===== src/rtl/tfp_sqrt.sv =====
`default_nettype none

module tfp_sqrt
#(
    parameter int RW = 60,
    parameter int SW = 1
)
(
    input  wire logic                clk,
    input  wire logic                rst_n,
    input  wire logic                in_valid,
    input  wire logic [RW-1:0]       rad,
    input  wire logic [SW-1:0]       side_in,
    output logic                     out_valid,
    output logic      [RW/2-1:0]     root,
    output logic      [SW-1:0]       side_out
);

    localparam int RT = RW / 2;

    logic [RT:0]   v_reg;
    logic [RT:0]   rem_reg  [0:RT-1];
    logic [RW-1:0] rad_reg  [0:RT-1];
    logic [RT-1:0] root_reg [0:RT];
    logic [SW-1:0] side_reg [0:RT];

    always_ff @(posedge clk or negedge rst_n)
    begin
        if (!rst_n)
            v_reg <= '0;
        else
            v_reg <= {v_reg[RT-1:0], in_valid};
    end

    always_ff @(posedge clk)
    begin
        rem_reg[0]  <= '0;
        rad_reg[0]  <= rad;
        root_reg[0] <= '0;
        side_reg[0] <= side_in;
    end

    // one root bit per stage, two radicand bits shifted in each time
    for (genvar k = 0; k < RT; k++)
    begin : g_stage
        logic [RT+2:0] rem2;
        logic [RT+2:0] trial;
        logic [RT+2:0] diff;
        logic          ge;
        logic [RT:0]   rem_next;
        logic [RT-1:0] root_next;

        always_comb
        begin
            rem2      = {rem_reg[k], rad_reg[k][RW-1:RW-2]};
            trial     = {1'b0, root_reg[k], 2'b01};
            diff      = rem2 - trial;
            ge        = rem2 >= trial;
            rem_next  = ge ? diff[RT:0] : rem2[RT:0];
            root_next = {root_reg[k][RT-2:0], ge};
        end

        always_ff @(posedge clk)
        begin
            root_reg[k+1] <= root_next;
            side_reg[k+1] <= side_reg[k];
        end

        if (k < RT - 1)
        begin : g_carry
            always_ff @(posedge clk)
            begin
                rem_reg[k+1] <= rem_next;
                rad_reg[k+1] <= {rad_reg[k][RW-3:0], 2'b00};
            end
        end
    end

    assign out_valid = v_reg[RT];
    assign root      = root_reg[RT];
    assign side_out  = side_reg[RT];

endmodule

`default_nettype wire


===== config.mk =====
export PLATFORM = sky130hd
export DESIGN_NAME = tfp_sqrt
export DESIGN_NICKNAME = d
export VERILOG_FILES = /design/src/rtl/tfp_sqrt.sv
export SDC_FILE = /design/constraint.sdc
export NUM_CORES = 2
export LEC_CHECK = 0
export ABC_AREA = 0
export BUFFER_PORTS_ARGS = -buffer_cell sky130_fd_sc_hd__buf_2
export CORE_ASPECT_RATIO = 0.6
export CORE_UTILIZATION = 50
export CTS_BUF_LIST = sky130_fd_sc_hd__clkbuf_16
export DETAILED_ROUTE_END_ITERATION = 10
export MAX_ROUTING_LAYER = met4
export PLACE_DENSITY_LB_ADDON = 0.25
export SETUP_SLACK_MARGIN = 0.4
export SYNTH_ARGS = -nofsm -noshare
export SYNTH_HDL_FRONTEND = slang
export SYNTH_SLANG_ARGS = --single-unit

===== constraint.sdc =====
create_clock -name clk -period 4.05 [get_ports clk]
set_clock_uncertainty 0.2 [all_clocks]
set_input_delay 0.6075 -clock clk [delete_from_list [all_inputs] [get_ports clk]]
set_output_delay 0.6075 -clock clk [all_outputs]
set_load 0.005 [all_outputs]

==> results.cfg <==
[grt]
grt_util_all_layers = 0.2180
gr-total-overflow = 0
grt_pass1_vias = 52030
antenna_found_initial = 3
grt_max_degree = 54
grt_first_pass_wirelength_mm = 283.2

[place]
gp_congestion = 0.9473
dp.cells = 10070
place_hpwl_mm = 135.7
portBuffers = 95
dpl_cell_area_sq_um = 85640

[drt]
finalWirelength_mm = 179.9
drc = 0
ant_nets = 0
via_count = 55470
via_per_inst = 5.282
drt_iter0_markers = 5013
dr.pass1.iters = 6
wl_per_cell_um = 17.13

[synth]
netlist_area_sq_um = 82220
ys_top_cells_by_area = dfxtp_1 (56%), ha_1 (7.5%), xnor2_1 (4.1%)
ys_seq_elements = 2312
synth.avg_cell_area_sq_um = 10.42
yosysWarnings = 0
synth_enable_flop_cells = 0
synthCells = 7888
synth_flop_cell = dfxtp_1
synth_top_area_cell = dfxtp_1
yosysUniqueCellTypes = 87
synthArstFlopShare = 0.01341
yosysSeqAreaShare = 0.5648
synth_top_area_share = 0.5554
syn_nets = 8448

[critical_path]
crit_fanout = 18
cp-startpoint = root_reg[22][11]
worstSetupEndpointType = flop
cp-start-kind = flop
critical-path-slowest-cell = nor4_1
critPathArrivalTime_ns = 4.10
critPathKind = flop to flop
max_stage_delay_ns = 0.81
required_ns = 4.54
crit_chain = inv_1 -> ha_1 -> nand3_1 -> nor4_1 -> a31oi_1 -> o2bb2ai_2 -> buf_4 -> or3_1 -> nor3_1 -> xor2_1
r2r-start = root_reg[22][11]

[timing]
slew_headroom = 0.2752
setup_viol = 0
fin_crit_sh = 0.8904
finalHoldViolCount = 0
period_minus_slack_ns = 3.606
slew_viol_final = 0
rsz0062_at_grt = true
tightest_slew_ns = 1.077
max_freq_mhz = 277.3
fin_setup_tns_ns = 0

[power]
vdd_drop_max_mv = 0.4235
cellLeakagePower_uw = 0.04378
comb_power_share = 0.173
pwr-share-seq = 0.503
pwr_density_cell_nw_per_um2 = 623.7
netSwitchingPower_uw = 16550
swShare = 0.2852
p_clk_frac = 0.325
p_int_uw = 41480
total_power_uw = 58030

[worst_hold_path]
worstHoldStart = rad_reg[11][33]
min_path_type = flop to flop

[layout]
postLayoutCoreUtil = 0.5737
area_delta_synth_final_pct = 13.16
final_cell_area_sq_um = 93050
layout-drive-gt1-share = 0.07984
stdcell_count = 10500
largest_reg_flops = 930
final_nets = 8756
fillCellCount = 13530

[outcome]
status = completed

[floorplan]
dieHeight_um = 316.1
core_area_sq_um = 162200
initial_utilization = 0.5070
dieWidth_um = 525.5
std_cell_rows = 114
io_pins = 96
dieArea_sq_um = 166100

[cts]
cts_tree = done
clkTransAtPathRegs_ns = 0.07
cts.sinks = 2312
htreeDepth = 4
cts-root-buf = clkbuf_16
clk_latency_ns = 0.83
cts_made_buffers = 202
cts_buffer_depth = 4

[run]
maxCapViolations = 0
==> cell usage in the layout, fill, tap and decap left out, drive strengths merged, types with 48 or more instances in the layout <==
cell type / count
dfxtp: 2281
inv: 653
nor2: 507
ha: 496
nand2: 494
a21oi: 491
xnor2: 383
o21ai: 353
xor2: 327
clkbuf: 206
buf: 177
a21o: 171
nor3: 170
nand3: 131
o21a: 109
nand2b: 94
nand4: 89
nor4: 88
clkinv: 83
mux2: 76
or3: 73
nor2b: 66
or4: 66
dlygate4sd3: 63
o31ai: 55
a31oi: 52
and3: 48
==> worst paths after layout <==
| kind | slack, ns | depth (start not counted) | endpoint |
|---|---|---|---|
| hold reg to reg | 0.11 | 0 | rad_reg[12][35] |
| hold / removal | 0.11 | 0 | rad_reg[12][35] |
| setup reg to reg | 0.44 | 10 | rem_reg[5][119] |
| max in group asynchronous | 3.03 | 2 | v_reg[30] |
| min in group asynchronous | 0.16 | 2 | v_reg[5] |
| setup / recovery | 0.44 | 10 | rem_reg[5][119] |
==> power by group through the flow <==
| stage | Clock [uW] | Combinational [uW] | Sequential (uW) |
|---|---|---|---|
| after global routing | 20300 | 11100 | 29600 |
| after global placement | 0 | 9470 | 29600 |
| after CTS | 19300 | 9790 | 29100 |
| after detailed placement | 0 | 9670 | 29600 |
| after floorplan | 0 | 7540 | 28600 |
| final | 18800 | 10000 | 29200 |
==> final cells by class <==
class                      count  area, sq um  area share
sequential                  2312        46440      0.4991
tap                         2146         2685     0.02886
clock buffer                 205         5130     0.05513
inverter                     618         2326     0.02500
clock inverter               157         1351     0.01452
antenna                        2        5.005  0.00005379
multi-input combinational   4821        33230      0.3571
timing repair buffer         241         1883     0.02024
==> cell families (layout without fill, tap and decap cells) <==
group / Yosys count / in the layout / synth area share
simple gates: 1984 / 1984 / 0.1200
compound gates: 1542 / 1542 / 0.1176
flops: 2312 / 2312 / 0.5648
xor+xnor: 710 / 710 / 0.07563
buf+inv: 755 / 1221 / 0.03465
fa+ha+maj: 496 / 496 / 0.07548
other cells: 1 / 3 / 0.00004561
mux: 88 / 88 / 0.01187
==> synthesized netlist by cell type, types with 52 or more instances <==
| library cell | number |
|---|---|
| or3_1 | 73 |
| or4_1 | 65 |
| nand3_1 | 131 |
| xor2_1 | 327 |
| nand4_1 | 89 |
| inv_1 | 615 |
| o21ai_0 | 352 |
| dfxtp_1 | 2281 |
| o31ai_1 | 55 |
| nor3_1 | 170 |
| mux2_2 | 76 |
| xnor2_1 | 383 |
| nand2b_1 | 94 |
| a21o_1 | 171 |
| a21oi_1 | 491 |
| o21a_1 | 109 |
| a31oi_1 | 52 |
| clkbuf_1 | 121 |
| nor2_1 | 507 |
| nand2_1 | 494 |
| nor2b_1 | 66 |
| ha_1 | 496 |
| nor4_1 | 87 |
==> through the flow <==
step / hold slack, ns / worst slack, ns
finish: 0.1070 / 0.4440
global route: 0.1172 / 0.3824
floorplan: 0.1096 / 0.6103
detailed placement: 0.1121 / 0.4536
global placement: 0.1095 / 0.4420
CTS: 0.1063 / 0.4038
==> worst max-delay path: cells and delay by family (launching register included) <==
kind	cells	cell delay [ns]
AO/OA/AOI/OAI	2	0.42
XOR/XNOR	1	0.17
adder cells (fa/ha/maj)	1	0.48
buffers and inverters	2	0.26
flip-flops	1	0.35
AND/OR/NAND/NOR	4	1.61
==> what timing repair did <==
action	CTS	global route
gates cloned	0	1
hold buffers	63	0
resized for setup	1	54
hold endpoints to repair	93	0
pin swaps	0	4
buffers inserted	0	3
endpoints found under the setup margin	6	183
==> routing by layer <==
layer	routed length, um	GRT usage	up-vias
met4	2706	0.04264	0
met5	0	-	-
met3	15800	0.05026	246
met1	95420	0.3403	25870
li1	-	-	27630
met2	65920	0.2788	1725
No activity file was read; power rests on OpenSTA's default activity.
