===== config.mk =====
export PLATFORM = sky130hd
export DESIGN_NAME = tfp_mulq
export DESIGN_NICKNAME = d
export VERILOG_FILES = /design/src/rtl/tfp_mulq.sv
export SDC_FILE = /design/constraint.sdc
export NUM_CORES = 2
export LEC_CHECK = 0
export BUFFER_PORTS_ARGS = -buffer_cell sky130_fd_sc_hd__buf_2
export CAP_MARGIN = 20
export CELL_PAD_IN_SITES_DETAIL_PLACEMENT = 1
export CELL_PAD_IN_SITES_GLOBAL_PLACEMENT = 2
export CORE_ASPECT_RATIO = 0.75
export CORE_UTILIZATION = 33
export DETAILED_ROUTE_END_ITERATION = 12
export GPL_ROUTABILITY_DRIVEN = 0
export PLACE_DENSITY = 0.65
export SLEW_MARGIN = 10
export SYNTH_ARGS = -nofsm -noshare
export SYNTH_HDL_FRONTEND = slang
export SYNTH_SLANG_ARGS = --single-unit

===== constraint.sdc =====
create_clock -name clk -period 9.55 [get_ports clk]
set_input_delay 1.91 -clock clk [delete_from_list [all_inputs] [get_ports clk]]
set_output_delay 1.91 -clock clk [all_outputs]
set_load 0.01 [all_outputs]

===== src/rtl/tfp_mulq.sv =====
`default_nettype none

module tfp_mulq
#(
    parameter int AW = 35,
    parameter int BW = 35
)
(
    input  wire logic                 clk,
    input  wire logic [AW-1:0]        a,
    input  wire logic [BW-1:0]        b,
    output logic      [AW+BW-25:0]    p
);

    localparam int AL = AW / 2;
    localparam int AH = AW - AL;

    logic [AL+BW-1:0] lo_reg;
    logic [AH+BW-1:0] hi_reg;
    logic [AW+BW-1:0] full_next;
    logic [AW+BW-25:0] p_reg;

    // split the wide operand so each partial product stays narrow
    always_ff @(posedge clk)
    begin
        lo_reg <= a[AL-1:0] * b;
        hi_reg <= a[AW-1:AL] * b;
    end

    assign full_next = {hi_reg, {AL{1'b0}}} + (AW+BW)'(lo_reg);

    always_ff @(posedge clk)
    begin
        p_reg <= full_next[AW+BW-1:24];
    end

    assign p = p_reg;

endmodule

`default_nettype wire


==> run_summary.xml <==
<?xml version="1.0" encoding="UTF-8"?>
<metrics>
  <group name="logic_synthesis">
    <metric name="yosysWarningCount" unit="">0</metric>
    <metric name="synth_async_sr_flop_share" unit="%">0</metric>
    <metric name="netlist_area" unit="sq um">42070</metric>
    <metric name="synth-edff-count" unit="">0</metric>
    <metric name="yosys.area.top_type_share" unit="%">48.53</metric>
    <metric name="synth.distinct_cells" unit="">69</metric>
    <metric name="synth.ff_latch_count" unit="">134</metric>
    <metric name="ys_top_cells_by_area" unit="">fa_1 (49%), inv_1 (10%), ha_1 (8.5%)</metric>
    <metric name="synth_cells" unit="">4748</metric>
    <metric name="cell_type_with_the_largest_total_area_after_synthesis" unit="">fa_1</metric>
    <metric name="avg_synthesized_cell_area" unit="sq um">8.861</metric>
    <metric name="synth.net_count" unit="">6124</metric>
    <metric name="most_common_flop_cell_mapped_by_yosys" unit="">dfxtp_1</metric>
    <metric name="synth_seq_area_share" unit="%">6.376</metric>
  </group>
  <group name="timing">
    <metric name="crit_share_post_route" unit="%">89.31</metric>
    <metric name="setup_tns" unit="ns">0</metric>
    <metric name="final_hold_viol_count" unit="">0</metric>
    <metric name="finalMaxSlewViolations" unit="">0</metric>
    <metric name="unrepaired_setup_endpoints_after_global_routing" unit="">false</metric>
    <metric name="final_period_minus_worst_setup_slack" unit="ns">8.529</metric>
    <metric name="setup_violations" unit="">0</metric>
    <metric name="worst_pin_slew" unit="ns">0.9114</metric>
    <metric name="worst_clock_skew" unit="ns">0.02799</metric>
    <metric name="achievable_clock_frequency" unit="MHz">117.2</metric>
    <metric name="timing.slew.headroom" unit="%">39.24</metric>
  </group>
  <group name="global_route">
    <metric name="grt_pass1_wl" unit="microns">221800</metric>
    <metric name="grt_start_max_net_pins" unit="">36</metric>
    <metric name="globalRoute.totalOverflow" unit="">0</metric>
    <metric name="groute.usage.overall" unit="%">23.00</metric>
    <metric name="grt_antenna_before_repair" unit="">18</metric>
    <metric name="grt_pass1_vias" unit="">34724</metric>
  </group>
  <group name="final_layout">
    <metric name="mostFrequentLayoutCell" unit="">inv_1</metric>
    <metric name="area.sequential" unit="sq um">2683</metric>
    <metric name="largest_register_ff_count" unit="">53</metric>
    <metric name="multi_input_comb_area" unit="sq um">34140</metric>
    <metric name="layout_common_cells" unit="">inv_1 (1153), fa_1 (1020), nand2_1 (831)</metric>
    <metric name="nets" unit="">6142</metric>
    <metric name="fraction_of_final_layout_cells_with_drive_strength_greater_than_1" unit="%">6.237</metric>
    <metric name="area_growth_syn_to_layout" unit="%">8.086</metric>
    <metric name="fill_cells" unit="">14754</metric>
  </group>
  <group name="drt">
    <metric name="initialDrtViolationCount" unit="">1944</metric>
    <metric name="route.detailed.vias_per_inst" unit="">4.771</metric>
    <metric name="routed_wirelength" unit="microns">143300</metric>
    <metric name="detail_route.first_pass.iterations" unit="">6</metric>
    <metric name="antenna_left" unit="">0</metric>
    <metric name="detailroute.via_count" unit="">30755</metric>
    <metric name="route.detailed.drc" unit="">0</metric>
    <metric name="route.detailed.wl_per_inst" unit="microns">22.23</metric>
  </group>
  <group name="setup_path">
    <metric name="cp_top_family" unit="">adder cells</metric>
    <metric name="timing.critical_path.buf_inv" unit="">4</metric>
    <metric name="worstPathCellList" unit="">buf_2, nand2_1, fa_1, inv_1, fa_1, fa_1, fa_1, fa_1, inv_1, fa_1, inv_1, ha_1, o21ai_0, nor2_1, or4_1, a221o_1, a21oi_2, a211oi_1, o21ai_1, a31oi_1, or4b_1, o2111ai_1</metric>
    <metric name="critPathMaxFanout" unit="">27</metric>
    <metric name="cp-end-kind" unit="">flip-flop</metric>
    <metric name="critical_path_arrival" unit="ns">8.96</metric>
    <metric name="worst-setup-path-type" unit="">primary input to flip-flop</metric>
    <metric name="critPathLaunchType" unit="">primary input</metric>
    <metric name="required" unit="ns">9.98</metric>
    <metric name="longest_individual_stage_delay_on_the_worst_path" unit="ns">0.62</metric>
    <metric name="timing.critical_path.slowest_stage_cell" unit="">fa_1</metric>
    <metric name="path_common_cell" unit="">fa_1</metric>
  </group>
  <group name="clock_network">
    <metric name="ctsHtreeMaxLevel" unit="">4</metric>
    <metric name="cts_resized" unit="">0</metric>
    <metric name="worstSkewPairLatency" unit="ns">0.53</metric>
    <metric name="clock_tree_from_tritoncts" unit="">built</metric>
    <metric name="post-cts-setup-buffer-count" unit="">0</metric>
    <metric name="cts_buffer_depth" unit="">2</metric>
    <metric name="cts_root_buffer" unit="">clkbuf_16</metric>
    <metric name="clock-sinks" unit="">134</metric>
    <metric name="cts.reportedPaths.clkPinSlew" unit="ns">0.06</metric>
    <metric name="hold_buffers" unit="">0</metric>
    <metric name="cts_inserted_buffers" unit="">17</metric>
  </group>
  <group name="place">
    <metric name="post_detailed_placement_half_perimeter_wirelength" unit="microns">118400</metric>
    <metric name="place.port_buffers" unit="">116</metric>
  </group>
  <group name="floorplan">
    <metric name="total_core_area" unit="sq um">126500</metric>
    <metric name="die_height" unit="microns">311.2</metric>
    <metric name="die_x" unit="microns">414.3</metric>
    <metric name="row_count" unit="">113</metric>
    <metric name="floorplan.initialDensity" unit="%">33.25</metric>
    <metric name="boundaryPins" unit="">117</metric>
    <metric name="floorplan.die_area" unit="sq um">128900</metric>
  </group>
  <group name="min_path">
    <metric name="hp-class" unit="">flip-flop to flip-flop</metric>
  </group>
  <group name="job">
    <metric name="maxCapViolations" unit="">0</metric>
  </group>
  <group name="status">
    <metric name="status" unit="">complete, no violations</metric>
  </group>
</metrics>
## through the flow
step	utilization [%]	area [sq um]	cells	worst slack, ns	hold slack [ns]
after floorplan	-	42070	4748	1.304	0.4095
after global placement	35.51	44930	6414	0.4963	0.4749
after detailed placement	35.51	44930	6414	0.4366	0.4687
after CTS	35.94	45470	6445	0.9933	0.4844
after global routing	35.94	45470	6445	0.5881	0.5004
final	35.94	45480	6446	1.021	0.4742
## cell type report
| type | instances | share of cell area, % |
|---|---|---|
| repair buffers | 245 | 3.736 |
| multi-input cells | 3215 | 75.07 |
| well taps | 1667 | 4.586 |
| flip-flops and latches | 134 | 5.899 |
| diodes | 1 | 0.005503 |
| clock buffers | 18 | 0.9657 |
| clock inverters | 13 | 0.2201 |
| inverters | 1153 | 9.517 |
## Yosys cell counts (3+ instances only)
master / n
a21o_1: 55
and3_1: 19
o211ai_1: 7
o21ai_0: 52
a221o_1: 4
dfxtp_1: 134
a2111oi_2: 3
o21a_1: 13
a21boi_0: 5
xnor2_1: 76
and4_1: 5
xor2_1: 42
nand2b_1: 6
a211oi_1: 10
nand2_1: 831
ha_1: 285
nor3_1: 11
nand4_1: 20
nand3b_1: 3
clkbuf_1: 245
nand3_1: 26
and2_1: 466
fa_1: 1020
or4_1: 3
nor2b_1: 13
a21oi_1: 100
a31oi_1: 10
inv_1: 1153
o21bai_1: 14
nor2_1: 69
## per-layer routing
layer  track usage, %  share of wire [%]  vias to the layer above
li1                 -                  -                    13753
met1            35.78                 52                    16204
met2            32.26                 40                      719
met3            5.621                7.6                       73
met4            3.523                1.1                        6
met5                0              0.029                        -
## cells by family after synthesis
family	after synthesis	synth area share (%)
multiplexers	1	0.02379
flip-flops	134	6.376
AND/OR/NAND/NOR	1483	16.72
adder cells (fa/ha/maj)	1305	57.01
XOR/XNOR	118	2.456
buffers and inverters	1399	12.48
AO/OA/AOI/OAI	308	4.931
## path summary, 6_finish.rpt
kind,endpoint,cells after the start,slack (ns),startpoint
worst max-delay path,hi_reg[49],22,1.02,b[20]
worst min-delay path,p[35],1,0.47,hi_reg[42]
worst max register to register,p[44],10,5.40,hi_reg[6]
worst min register to register,p[35],1,0.47,hi_reg[42]
Power is left out: the tool's default activity adds up to more than one toggle a clock period on the data nets, which glitch-free logic cannot reach.
